**config.mk**
```make
export PLATFORM = sky130hd
export DESIGN_NAME = xmodem_crc_block_receiver
export DESIGN_NICKNAME = d
export VERILOG_FILES = /design/src/sv/xcbr_pkg.sv /design/src/sv/xcbr_queue.sv /design/src/sv/xcbr_front.sv /design/src/sv/xcbr_back.sv /design/src/sv/xmodem_crc_block_receiver.sv
export SDC_FILE = /design/constraint.sdc
export NUM_CORES = 2
export LEC_CHECK = 0
export ABC_CLOCK_PERIOD_IN_PS = 9690
export BUFFER_PORTS_ARGS = -buffer_cell sky130_fd_sc_hd__buf_2
export CORE_UTILIZATION = 40
export DETAILED_ROUTE_END_ITERATION = 16
export PLACE_DENSITY = 0.64
export SETUP_SLACK_MARGIN = 0.2
export SLEW_MARGIN = 20
export SYNTH_ARGS = -nofsm -noshare
export SYNTH_HDL_FRONTEND = slang
export SYNTH_HIERARCHICAL = 1
export SYNTH_SLANG_ARGS = --single-unit
```
**constraint.sdc**
```tcl
create_clock -name clk -period 9.69 [get_ports clk]
set_input_delay 0 -clock clk [delete_from_list [all_inputs] [get_ports clk]]
set_output_delay 0 -clock clk [all_outputs]
set_load 0.1 [all_outputs]
```
**src/sv/xcbr_pkg.sv**
```systemverilog
`default_nettype none
package xcbr_pkg;

	localparam int BLOCK_BYTES = 128;
	localparam int REM_W       = 5;
	localparam int WORDS       = BLOCK_BYTES / 8;

	localparam logic [2:0] KIND_ACK  = 3'd0;
	localparam logic [2:0] KIND_NACK = 3'd1;
	localparam logic [2:0] KIND_WORD = 3'd2;
	localparam logic [2:0] KIND_INT  = 3'd3;
	localparam logic [2:0] KIND_EXT  = 3'd4;
	localparam logic [2:0] KIND_DONE = 3'd5;

	localparam logic [1:0] CFG_BASE = 2'd0;
	localparam logic [1:0] CFG_EXT  = 2'd1;
	localparam logic [1:0] CFG_SLOT = 2'd2;

	typedef enum logic [1:0] {
		JOB_NACK = 2'd0,
		JOB_GOOD = 2'd1,
		JOB_EOT  = 2'd2
	} job_kind_t;

	typedef struct packed {
		job_kind_t         kind;
		logic              bank;
		logic [REM_W-1:0]  rem;
		logic [15:0]       page;
		logic [15:0]       blocks;
	} job_t;

	typedef struct packed {
		logic        en;
		logic [4:0]  addr;
		logic [2:0]  lane;
		logic [7:0]  data;
	} mem_wr_t;

endpackage
`default_nettype wire

```
**src/sv/xcbr_queue.sv**
```systemverilog
`default_nettype none
module xcbr_queue (
	input  wire logic           clk,
	input  wire logic           arst_n,
	input  wire logic           push,
	input  wire xcbr_pkg::job_t push_job,
	input  wire logic           pop,
	output logic                full,
	output logic                not_empty,
	output xcbr_pkg::job_t      head
);

	xcbr_pkg::job_t entry_q [2];
	logic       wr_ptr_q;
	logic       rd_ptr_q;
	logic [1:0] count_q;

	assign full      = (count_q == 2'd2);
	assign not_empty = (count_q != 2'd0);
	assign head      = entry_q[rd_ptr_q];

	always_ff @(posedge clk or negedge arst_n) begin
		if (!arst_n) begin
			wr_ptr_q <= 1'b0;
			rd_ptr_q <= 1'b0;
			count_q  <= 2'd0;
		end else begin
			if (push)
				wr_ptr_q <= ~wr_ptr_q;
			if (pop)
				rd_ptr_q <= ~rd_ptr_q;
			count_q <= count_q + 2'(push) - 2'(pop);
		end
	end

	always_ff @(posedge clk) begin
		if (push)
			entry_q[wr_ptr_q] <= push_job;
	end

endmodule
`default_nettype wire

```
**src/sv/xcbr_front.sv**
```systemverilog
`default_nettype none
module xcbr_front #(
	parameter int PAGE_BYTES = 1024
) (
	input  wire logic            clk,
	input  wire logic            arst_n,
	input  wire logic            in_valid,
	output logic                 in_stall,
	input  wire logic            command,
	input  wire logic [7:0]      rx_byte,
	input  wire logic            frame_end,
	input  wire logic            q_full,
	output logic                 push,
	output xcbr_pkg::job_t       push_job,
	output xcbr_pkg::mem_wr_t    mem_wr
);

	localparam int PER_PAGE = PAGE_BYTES / xcbr_pkg::BLOCK_BYTES;
	localparam logic [xcbr_pkg::REM_W-1:0] REM_LAST = xcbr_pkg::REM_W'(PER_PAGE - 1);

	logic                        session_q;
	logic [7:0]                  fbc_q;
	logic [7:0]                  first_q;
	logic [15:0]                 crc_q;
	logic [7:0]                  rcrc_hi_q;
	logic [15:0]                 blocks_q;
	logic [xcbr_pkg::REM_W-1:0]  rem_q;
	logic [15:0]                 page_q;
	logic                        bank_q;

	logic        acc;
	logic        in_payload;
	logic [6:0]  pidx;
	logic        good_frame;
	logic        eot_frame;
	logic        crc_ok;
	logic [15:0] blocks_nx;

	function automatic logic [15:0] crc_byte(input logic [15:0] crc, input logic [7:0] b);
		logic [15:0] c;
		c = crc ^ {b, 8'h00};
		for (int i = 0; i < 8; i++)
			c = c[15] ? ({c[14:0], 1'b0} ^ 16'h1021) : {c[14:0], 1'b0};
		return c;
	endfunction

	assign in_stall   = q_full;
	assign acc        = in_valid && !q_full;
	assign in_payload = (fbc_q >= 8'd3) && (fbc_q < 8'd131);
	assign pidx       = 7'(fbc_q - 8'd3);
	assign crc_ok     = (crc_q == {rcrc_hi_q, rx_byte});
	assign good_frame = (fbc_q == 8'd132) && (first_q == 8'h01);
	assign eot_frame  = (fbc_q == 8'd0) && (rx_byte == 8'h04);
	assign blocks_nx  = blocks_q + 16'd1;

	always_comb begin
		mem_wr.en   = acc && !command && in_payload;
		mem_wr.addr = {bank_q, pidx[6:3]};
		mem_wr.lane = pidx[2:0];
		mem_wr.data = rx_byte;

		push_job.bank   = bank_q;
		push_job.rem    = rem_q;
		push_job.page   = page_q;
		push_job.blocks = blocks_q;
		push_job.kind   = xcbr_pkg::JOB_NACK;
		push = 1'b0;
		if (acc && !command && frame_end && session_q) begin
			if (good_frame) begin
				push          = 1'b1;
				push_job.kind = crc_ok ? xcbr_pkg::JOB_GOOD : xcbr_pkg::JOB_NACK;
			end else if (eot_frame) begin
				push          = 1'b1;
				push_job.kind = xcbr_pkg::JOB_EOT;
			end
		end
	end

	always_ff @(posedge clk or negedge arst_n) begin
		if (!arst_n) begin
			session_q <= 1'b0;
			fbc_q     <= 8'd0;
			first_q   <= 8'd0;
			crc_q     <= 16'd0;
			rcrc_hi_q <= 8'd0;
			blocks_q  <= 16'd0;
			rem_q     <= '0;
			page_q    <= 16'd0;
			bank_q    <= 1'b0;
		end else if (acc) begin
			if (command) begin
				session_q <= 1'b1;
				blocks_q  <= 16'd0;
				rem_q     <= '0;
				page_q    <= 16'd0;
				fbc_q     <= 8'd0;
			end else begin
				if (fbc_q == 8'd0) begin
					first_q <= rx_byte;
					crc_q   <= 16'd0;
				end
				if (in_payload)
					crc_q <= crc_byte(crc_q, rx_byte);
				if (fbc_q == 8'd131)
					rcrc_hi_q <= rx_byte;
				if (frame_end)
					fbc_q <= 8'd0;
				else if (fbc_q != 8'hFF)
					fbc_q <= fbc_q + 8'd1;
				if (push && push_job.kind == xcbr_pkg::JOB_GOOD) begin
					blocks_q <= blocks_nx;
					bank_q   <= ~bank_q;
					// page position restarts when the block counter wraps
					if (blocks_nx == 16'd0) begin
						rem_q  <= '0;
						page_q <= 16'd0;
					end else if (rem_q == REM_LAST) begin
						rem_q  <= '0;
						page_q <= page_q + 16'd1;
					end else begin
						rem_q <= rem_q + 1'b1;
					end
				end
				if (push && push_job.kind == xcbr_pkg::JOB_EOT)
					session_q <= 1'b0;
			end
		end
	end

endmodule
`default_nettype wire

```
**src/sv/xcbr_back.sv**
```systemverilog
`default_nettype none
module xcbr_back #(
	parameter int PAGE_BYTES = 1024
) (
	input  wire logic              clk,
	input  wire logic              arst_n,
	input  wire logic              cfg_write,
	input  wire logic [1:0]        cfg_index,
	input  wire logic [31:0]       cfg_data,
	input  wire logic              job_valid,
	input  wire xcbr_pkg::job_t    job,
	output logic                   pop,
	input  wire xcbr_pkg::mem_wr_t mem_wr,
	output logic                   out_valid,
	input  wire logic              out_stall,
	output logic [2:0]             kind,
	output logic [63:0]            payload_word,
	output logic [31:0]            target_address,
	output logic [10:0]            byte_count,
	output logic [23:0]            image_bytes,
	output logic                   last
);

	localparam int PER_PAGE = PAGE_BYTES / xcbr_pkg::BLOCK_BYTES;
	localparam logic [xcbr_pkg::REM_W-1:0] REM_LAST = xcbr_pkg::REM_W'(PER_PAGE - 1);

	typedef enum logic [6:0] {
		ST_IDLE  = 7'b0000001,
		ST_FETCH = 7'b0000010,
		ST_WORD  = 7'b0000100,
		ST_PAGE  = 7'b0001000,
		ST_ACK   = 7'b0010000,
		ST_NACK  = 7'b0100000,
		ST_DONE  = 7'b1000000
	} state_t;

	state_t      state_q, state_nx;
	logic [3:0]  wcnt_q;
	logic [1:0]  pcnt_q;
	logic [31:0] base_q;
	logic        ext_q;
	logic [3:0]  slot_q;
	logic [63:0] mem [32];
	logic [63:0] rd_q;

	logic        valid_q;
	logic [2:0]  kind_q;
	logic [63:0] word_q;
	logic [31:0] addr_q;
	logic [10:0] cnt_q;
	logic [23:0] img_q;
	logic        last_q;

	logic        can_emit;
	logic        emit;
	logic [2:0]  r_kind;
	logic [63:0] r_word;
	logic [31:0] r_addr;
	logic [10:0] r_cnt;
	logic [23:0] r_img;
	logic        r_last;
	logic        is_good;
	logic        page_full;
	logic [31:0] page_addr;
	logic [31:0] ext_addr;

	assign out_valid      = valid_q;
	assign kind           = kind_q;
	assign payload_word   = word_q;
	assign target_address = addr_q;
	assign byte_count     = cnt_q;
	assign image_bytes    = img_q;
	assign last           = last_q;

	assign can_emit  = !valid_q || !out_stall;
	assign is_good   = (job.kind == xcbr_pkg::JOB_GOOD);
	assign page_full = (job.rem == REM_LAST);
	assign page_addr = base_q + 32'(job.page) * 32'(PAGE_BYTES);
	assign ext_addr  = {20'd0, slot_q, 8'd0} + {14'd0, job.page, 2'd0} + {30'd0, pcnt_q};

	always_ff @(posedge clk) begin
		if (mem_wr.en)
			mem[mem_wr.addr][mem_wr.lane*8 +: 8] <= mem_wr.data;
		rd_q <= mem[{job.bank, wcnt_q}];
	end

	always_ff @(posedge clk or negedge arst_n) begin
		if (!arst_n) begin
			base_q <= 32'd0;
			ext_q  <= 1'b0;
			slot_q <= 4'd1;
		end else if (cfg_write) begin
			unique case (cfg_index)
				xcbr_pkg::CFG_BASE: base_q <= cfg_data;
				xcbr_pkg::CFG_EXT:  ext_q  <= cfg_data[0];
				xcbr_pkg::CFG_SLOT: slot_q <= cfg_data[3:0];
				default: ;
			endcase
		end
	end

	always_comb begin
		state_nx = state_q;
		emit     = 1'b0;
		pop      = 1'b0;
		r_kind   = xcbr_pkg::KIND_ACK;
		r_word   = 64'd0;
		r_addr   = 32'd0;
		r_cnt    = 11'd0;
		r_img    = 24'd0;
		r_last   = 1'b0;
		unique case (state_q)
			ST_IDLE: begin
				if (job_valid) begin
					unique case (job.kind)
						xcbr_pkg::JOB_GOOD: state_nx = ST_FETCH;
						xcbr_pkg::JOB_EOT:  state_nx = ST_ACK;
						default:            state_nx = ST_NACK;
					endcase
				end
			end
			ST_FETCH: state_nx = ST_WORD;
			ST_WORD: begin
				if (can_emit) begin
					emit     = 1'b1;
					r_kind   = xcbr_pkg::KIND_WORD;
					r_word   = rd_q;
					r_addr   = {20'd0, job.rem, 7'd0} + {25'd0, wcnt_q, 3'd0};
					if (wcnt_q == 4'(xcbr_pkg::WORDS - 1))
						state_nx = page_full ? ST_PAGE : ST_ACK;
					else
						state_nx = ST_FETCH;
				end
			end
			ST_PAGE: begin
				if (can_emit) begin
					emit = 1'b1;
					if (ext_q) begin
						r_kind = xcbr_pkg::KIND_EXT;
						r_addr = ext_addr;
					end else begin
						r_kind = xcbr_pkg::KIND_INT;
						r_addr = page_addr;
						r_cnt  = is_good ? 11'(PAGE_BYTES) : {job.rem[3:0], 7'd0};
					end
					if (!ext_q || pcnt_q == 2'd3)
						state_nx = is_good ? ST_ACK : ST_DONE;
				end
			end
			ST_ACK: begin
				if (can_emit) begin
					emit   = 1'b1;
					r_kind = xcbr_pkg::KIND_ACK;
					r_last = is_good;
					if (is_good) begin
						pop      = 1'b1;
						state_nx = ST_IDLE;
					end else begin
						state_nx = (job.rem != '0) ? ST_PAGE : ST_DONE;
					end
				end
			end
			ST_NACK: begin
				if (can_emit) begin
					emit     = 1'b1;
					r_kind   = xcbr_pkg::KIND_NACK;
					r_last   = 1'b1;
					pop      = 1'b1;
					state_nx = ST_IDLE;
				end
			end
			ST_DONE: begin
				if (can_emit) begin
					emit     = 1'b1;
					r_kind   = xcbr_pkg::KIND_DONE;
					r_img    = {1'b0, job.blocks, 7'd0};
					r_last   = 1'b1;
					pop      = 1'b1;
					state_nx = ST_IDLE;
				end
			end
			default: state_nx = ST_IDLE;
		endcase
	end

	always_ff @(posedge clk or negedge arst_n) begin
		if (!arst_n) begin
			state_q <= ST_IDLE;
			wcnt_q  <= 4'd0;
			pcnt_q  <= 2'd0;
			valid_q <= 1'b0;
		end else begin
			state_q <= state_nx;
			if (state_q == ST_IDLE) begin
				wcnt_q <= 4'd0;
				pcnt_q <= 2'd0;
			end
			if (emit && state_q == ST_WORD)
				wcnt_q <= wcnt_q + 4'd1;
			if (emit && state_q == ST_PAGE)
				pcnt_q <= pcnt_q + 2'd1;
			if (can_emit)
				valid_q <= emit;
		end
	end

	always_ff @(posedge clk) begin
		if (emit) begin
			kind_q <= r_kind;
			word_q <= r_word;
			addr_q <= r_addr;
			cnt_q  <= r_cnt;
			img_q  <= r_img;
			last_q <= r_last;
		end
	end

endmodule
`default_nettype wire

```
**src/sv/xmodem_crc_block_receiver.sv**
```systemverilog
// Flow: a frame's last byte pushes a job into a two-entry queue; the back end takes it
// from the queue and registers each result. A good block gives 16 payload words (one
// buffer read each), then its page writes when the page is full, and then the ACK.
// Throughput: 1 byte per cycle while fewer than two frame results are pending.
// Reset: asynchronous, active low; clears session, counters, queue and output valid.
`default_nettype none
module xmodem_crc_block_receiver #(
	parameter int PAGE_BYTES = 1024
) (
	input  wire logic        clk,
	input  wire logic        arst_n,
	input  wire logic        cfg_write,
	input  wire logic [1:0]  cfg_index,
	input  wire logic [31:0] cfg_data,
	input  wire logic        in_valid,
	output logic             in_stall,
	input  wire logic        command,
	input  wire logic [7:0]  rx_byte,
	input  wire logic        frame_end,
	output logic             out_valid,
	input  wire logic        out_stall,
	output logic [2:0]       kind,
	output logic [63:0]      payload_word,
	output logic [31:0]      target_address,
	output logic [10:0]      byte_count,
	output logic [23:0]      image_bytes,
	output logic             last
);

	logic              q_full;
	logic              q_not_empty;
	logic              push;
	logic              pop;
	xcbr_pkg::job_t    push_job;
	xcbr_pkg::job_t    head;
	xcbr_pkg::mem_wr_t mem_wr;

	xcbr_front #(.PAGE_BYTES(PAGE_BYTES)) u_front (
		.clk       (clk),
		.arst_n    (arst_n),
		.in_valid  (in_valid),
		.in_stall  (in_stall),
		.command   (command),
		.rx_byte   (rx_byte),
		.frame_end (frame_end),
		.q_full    (q_full),
		.push      (push),
		.push_job  (push_job),
		.mem_wr    (mem_wr)
	);

	xcbr_queue u_queue (
		.clk       (clk),
		.arst_n    (arst_n),
		.push      (push),
		.push_job  (push_job),
		.pop       (pop),
		.full      (q_full),
		.not_empty (q_not_empty),
		.head      (head)
	);

	xcbr_back #(.PAGE_BYTES(PAGE_BYTES)) u_back (
		.clk            (clk),
		.arst_n         (arst_n),
		.cfg_write      (cfg_write),
		.cfg_index      (cfg_index),
		.cfg_data       (cfg_data),
		.job_valid      (q_not_empty),
		.job            (head),
		.pop            (pop),
		.mem_wr         (mem_wr),
		.out_valid      (out_valid),
		.out_stall      (out_stall),
		.kind           (kind),
		.payload_word   (payload_word),
		.target_address (target_address),
		.byte_count     (byte_count),
		.image_bytes    (image_bytes),
		.last           (last)
	);

endmodule
`default_nettype wire

```
# After elaboration in Yosys (flattened, before gate mapping)
# Memories as Yosys holds them, arrays and structs flattened. A register that Yosys moved wholly into a read port is not among the register bits.
# Index checks and enable logic that the tools add are counted.
# classes
addsub,14
order_cmp,2
eq_ne,30
shifts,2
n_mux,71
n_bitwise,15
reduce_logical,49
# op_table
op,n
2-to-1 mux 16 bit,8
2-to-1 mux 13 bit,8
2-to-1 mux 32 bit,3
2-to-1 mux 7 bit,10
2-to-1 mux 64 bit,1
one-hot mux 32 bit (2 select lines),1
"variable shift 8 x 34 -> 64 bit, first input constant",1
variable part select 8 x 34 -> 64 bit,1
one-hot mux 7 bit (6 select lines),1
negation 6 -> 34 bit,1
"adder 16 x 1 -> 16 bit, second input constant",2
adder 32 x 2 -> 32 bit,1
adder 32 x 26 -> 32 bit,1
2-to-1 mux 5 bit,5
2-to-1 mux 8 bit,3
inverter 3 bit,8
adder 12 x 18 -> 19 bit,1
equality test 16 bit,1
"equality test 8 bit, second input constant",2
logical NOT 16 bit,1
AND reduction 2 bit,8
bitwise XOR 16 bit,1
2-to-1 mux 1 bit,15
AND reduction 3 bit,5
other kinds (47),94
# totals
regBits,269
mem_bits_rw,2128
in_bits,49
mem_count,2
# mem_list
name,words,width,rd,rd_ports_with_merged_regs,wr,line,text
u_back.mem,32,64,1,1,1,xcbr_back.sv:43,logic [63:0] mem [32];
u_queue.entry_q,2,40,1,0,1,xcbr_queue.sv:13,xcbr_pkg::job_t entry_q [2];

# Logic depth before layout (Yosys ltp)
# depth
word_depth,18
ltp_mapped,12

# Modules after synthesis
# The synthesis kept the hierarchy.
# modules_own_cells
module,instances,cells_each,area_each_um2
xcbr_back,1,4050,88554.9
xcbr_front,1,506,4639.4
xcbr_queue,1,140,3289.4

# Worst setup path after synthesis
# No wires, ideal clock.
# synth_timing
path_kind,flip-flop to flip-flop
start,register u_back.state_q[4]
end,register u_back.cnt_q[10] (netlist: u_back/byte_count[10]) (enable)
setup_ns,0.637
arrival_ns,7.071
required_time_ns,9.053
setup_slack_ns,1.982
path_stages_with_launch,5
n_path_buf,0
period_less_slack_ns,7.708
cell_sequence,dfrtp_1 -> or3_1 -> a221oi_1 -> o21ai_0 -> a21oi_1
# synth_between
elab_chain_len,3
word_cells_on_any_way,7
cone_classes,eq/ne: 5; mux: 1; reduce/logical: 1
# synth_lines
item,line,text
"start, declared",xcbr_back.sv:37,"state_t state_q, state_nx;"
"start signal, assigned",xcbr_back.sv:193,state_q <= state_nx;
"equality test 7 x 5 -> 1 bit, or another cell as far along",xcbr_back.sv:112,unique case (state_q)
OR reduction 5 bit (no source line) (*),-,
2-to-1 mux 1 bit (*),-,
net u_back.emit,xcbr_back.sv:55,logic emit;
"end signal, assigned",xcbr_back.sv:212,cnt_q <= r_cnt;
"end, declared",xcbr_back.sv:50,logic [10:0] cnt_q;
# Mark *: on every way through the listed nets, which the timed path passes. The rest lies on a longest branch.
# A chain may end at the register's enable or synchronous reset.

==> impl_summary.txt <==
----------------------------------------------------
[Worst setup path]
  Slowest CP cell ... nor2_1
  Logic depth of the worst setup path including buffers ... 10
  Most common cell type on the critical path ... ha_1
  Worst reg2reg path startpoint ... u_front/fbc_q[0]
  Slack of the worst reg-to-reg path ... ~4600 ps
  CP Capture Type ... flop
  Worst EP arrival ... between 5000 and 6000 ps
  CP bufs+invs ... 2
  Critical path's top delay family ... simple AND/OR/NAND/NOR gates
  Worst setup path start ... u_front/fbc_q[0]
  Capturing point of the worst reg2reg path ... u_back/mem[17][39]
  Critical path data required time ... roughly 10000 ps
  CP startpoint kind ... flop
  Length in cells of the worst reg-to-reg path ... 10
  Biggest cell delay along the critical path ... between 800 and 900 ps
  Crit path max fanout ... 32
  Kind of critical path ... flop to flop
  Setup crit end ... u_back/mem[17][39]
  Critical Path, Cell by Cell ... inv_1, ha_1, inv_1, ha_1, ha_1, nor2b_1, nand2b_1, nor3_2, nand2_2, nor2_1

[STA]
  Hold Vio Cnt, Final ... 0
  Total count of max-transition violations in the final report ... 0
  Final number of setup-violating endpoints ... 0
  Post-route clock skew ... 52.9 ps
  Slew at the pin with the worst max-slew slack ... 1430 ps
  Worst slew margin relative to its limit ... 4.63%
  Fmax achieved ... between 0.15 and 0.2 GHz
  Period utilisation layout ... roughly 53%
  Unrepaired setup endpoints after global routing ... no
  Min cycle time layout ... between 5000 and 6000 ps
  Total Negative Setup Slacks ... 0 ps

[Synth]
  Combined area of all synthesized cells ... 96500 sq um
  Async set-or-reset flop fraction in the synthesized netlist ... between 5 and 6%
  Top_reg_cell synth ... edfxtp_1
  Number of unique standard cell types used by synthesis ... 77
  Number of synthesized flops with an enable pin ... around 2200
  Part of the Yosys area used for sequential elements ... between 70% and 80%
  Total number of yosys warnings ... 6
  Average cell area after synthesis ... 20.5 sq um
  Flops & latches, synth ... roughly 2400
  Number of instances in the synthesized netlist ... roughly 4700

[Flow run]
  Total of max-cap violations ... 0

[Floorplanning]
  Count of boundary I/O pins ... 186
  Placement Rows ... 179
  Die Y ... between 400 and 500 um
  Core region area ... approximately 240000 sq um
  Effective utilization at floorplan ... roughly two fifths
  Die area ... 243000 sq um
  Horizontal die dimension ... roughly 490 um

[Power and ir drop]
  IR Drop Worst-Case VDD ... ~190 uV
  Portion of total power attributed to sequential cells ... around 48%
  P_sw ... just under 7 mW
  Internal ... between 15 and 20 mW
  PwrDens ... 231 nW/um^2
  Switching portion of total power ... between 20% and 30%
  Power share of the clock group ... 37.0%
  Relative contribution of combinational cells to total power ... ~15%
  Leakage power ... ~35 nW

[Clock network]
  Clock net sink count ... roughly 2400
  Insertion delay of the later-clocked pin in the worst-skew pair ... ~860 ps
  Total CTS buffers ... ~230
  Maximum clock path buffer count ... 3
  Clk Tree Root Cell ... clkbuf_16
  Clock-pin slew on the worst setup and hold paths ... approximately 60 ps
  H-tree Lvls ... 4
  Clock tree from TritonCTS ... done

[Final layout]
  Top library cells by usage in the layout, fill and taps aside ... 2248 x edfxtp_1, 640 x mux4_2, 325 x nor2_1
  Area growth from synthesis to final layout ... 14.4%
  Net count, final ... ~5200
  Final instance area ... 110000 sq um
  Most common cell after layout, fill and taps aside ... edfxtp_1
  Ratio of cells with drive above 1 in the final layout ... between 20% and 30%

[Global route]
  Wire length of the first global-routing pass ... 342000 um
  Tot GR Track Use ... ~19%
  Vias in the first global route ... about 47000
  Initial antenna violation count ... 16
  Sum of overflow across all layers after global routing ... 0
  Pin count of the biggest net entering global routing ... 157

[Run status]
  Run status ... finished, final reports clean

[Min path]
  Worst min path class ... input pin to flop

[Place]
  Hpwl dp ... between 100000 and 150000 um
  Post-place instance area ... ~100000 sq um
  Port buffer count ... 170
  Gpl congestion ... 0.847

[Detailed routing]
  DRC marker count from the first detailed-route iteration ... ~5500
  Average wire per cell in the routed design ... 27.9 um
  ANT nets after route ... 0
  Drt via density ... between 5 and 6
  Total Routed Length ... around 240000 um
  Initial DRT Pass Iterations ... 5
  Total vias in the final route ... around 48000
  Number of DRC violations after detailed routing ... 0

----------------------------------------------------
[worst min-delay path by stage]
stage	slack [ps]	endpoint	start	depth (start not counted)
floorplan	-300	u_back/base_q[0]	arst_n	0
global route	50	u_back/ext_q	cfg_index[1]	4
CTS	20	u_back/ext_q	cfg_index[1]	4
detailed placement	150	u_back/base_q[7]	arst_n	1
finish	110	u_back/ext_q	cfg_index[1]	4
global placement	150	u_back/base_q[7]	arst_n	1
[worst min-delay path, delay by kind of cell]
kind                   cells  cell delay (ps)
muxes                      1              210
buffers and inverters      2              660
and+or+nand+nor            1               60
[through the flow]
step	std cells	util, %	hold slack (ps)	setup WS [ps]	total power [mW]
2_1_floorplan	4710	-	-296	1980	15.2
3_5_place_dp	7891	42.3	153	4340	16.2
5_1_grt	8445	46.2	48.2	4330	26.3
6_report	8455	46.2	111	4580	25.5
3_3_place_gp	7891	42.3	151	4460	16.2
4_1_cts	8445	46.2	22.3	4320	25.7
[Yosys cell counts (45+ instances only)]
library cell | n | area share [%]
edfxtp_1 | 2248 | 70
mux4_2 | 640 | 15
nor2_1 | 357 | 1.4
nand2_1 | 149 | 0.58
clkbuf_1 | 142 | 0.55
dfrtp_1 | 132 | 3.4
mux2_2 | 121 | 1.4
and3_1 | 87 | 0.56
o21ai_0 | 73 | 0.38
dfxtp_1 | 64 | 1.3
and2_1 | 59 | 0.38
nand3_1 | 59 | 0.31
xor2_1 | 50 | 0.45
buf_2 | 45 | 0.23
[power by group through the flow]
stage / logic, mW / registers [mW] / clock network, mW
after global placement: 3.73 / 12.5 / 0
after global routing: 4.05 / 12.3 / 10.0
final: 3.83 / 12.2 / 9.46
after detailed placement: 3.78 / 12.5 / 0
after CTS: 3.85 / 12.2 / 9.62
after floorplan: 1.99 / 13.2 / 0
[layout make-up]
| cell class | instances | area [sq um] |
|---|---|---|
| clock buffer | 285 | 6220 |
| timing repair buffer | 393 | 2880 |
| inverter | 22 | 82.6 |
| tap | 3167 | 3960 |
| multi-input combinational | 1977 | 23200 |
| clock inverter | 155 | 1830 |
| sequential | 2446 | 72200 |
| antenna | 10 | 25.0 |
| fill | 19700 | 128000 |
[what timing repair did]
item                      4_1_cts  5_1_grt
hold buffers                  114        0
gates resized for setup         0        0
hold endpoints to repair      192        0
buffers inserted                0        0
[logic make-up after synthesis]
kind of cell,count (synthesis),share of synthesized area (%)
buffers and inverters,287,1.47
flip-flops,2446,74.8
multiplexers,816,17.1
AND/OR/NAND/NOR,826,4.03
AO/OA/AOI/OAI,195,1.28
adder cells (fa/ha/maj),40,0.534
XOR/XNOR,85,0.787
other,1,0.00389
[per-layer routing]
layer	vias up	GRT usage (%)	wire (um)
met3	331	3.75	19900
li1	19900	-	-
met1	25400	27.8	98400
met2	2086	30.5	112000
met5	-	0	24
met4	4	4.67	5290
[sequential cells by signal, indices dropped and copies added (netlist names), 32 cells and up]
register,flops
u_queue/entry_q,80
u_back/base_q,32
u_back/payload_word,64
u_back/mem,2048
u_back/rd_q,64
u_back/target_address,32
No activity file was read; power rests on OpenSTA's default activity.
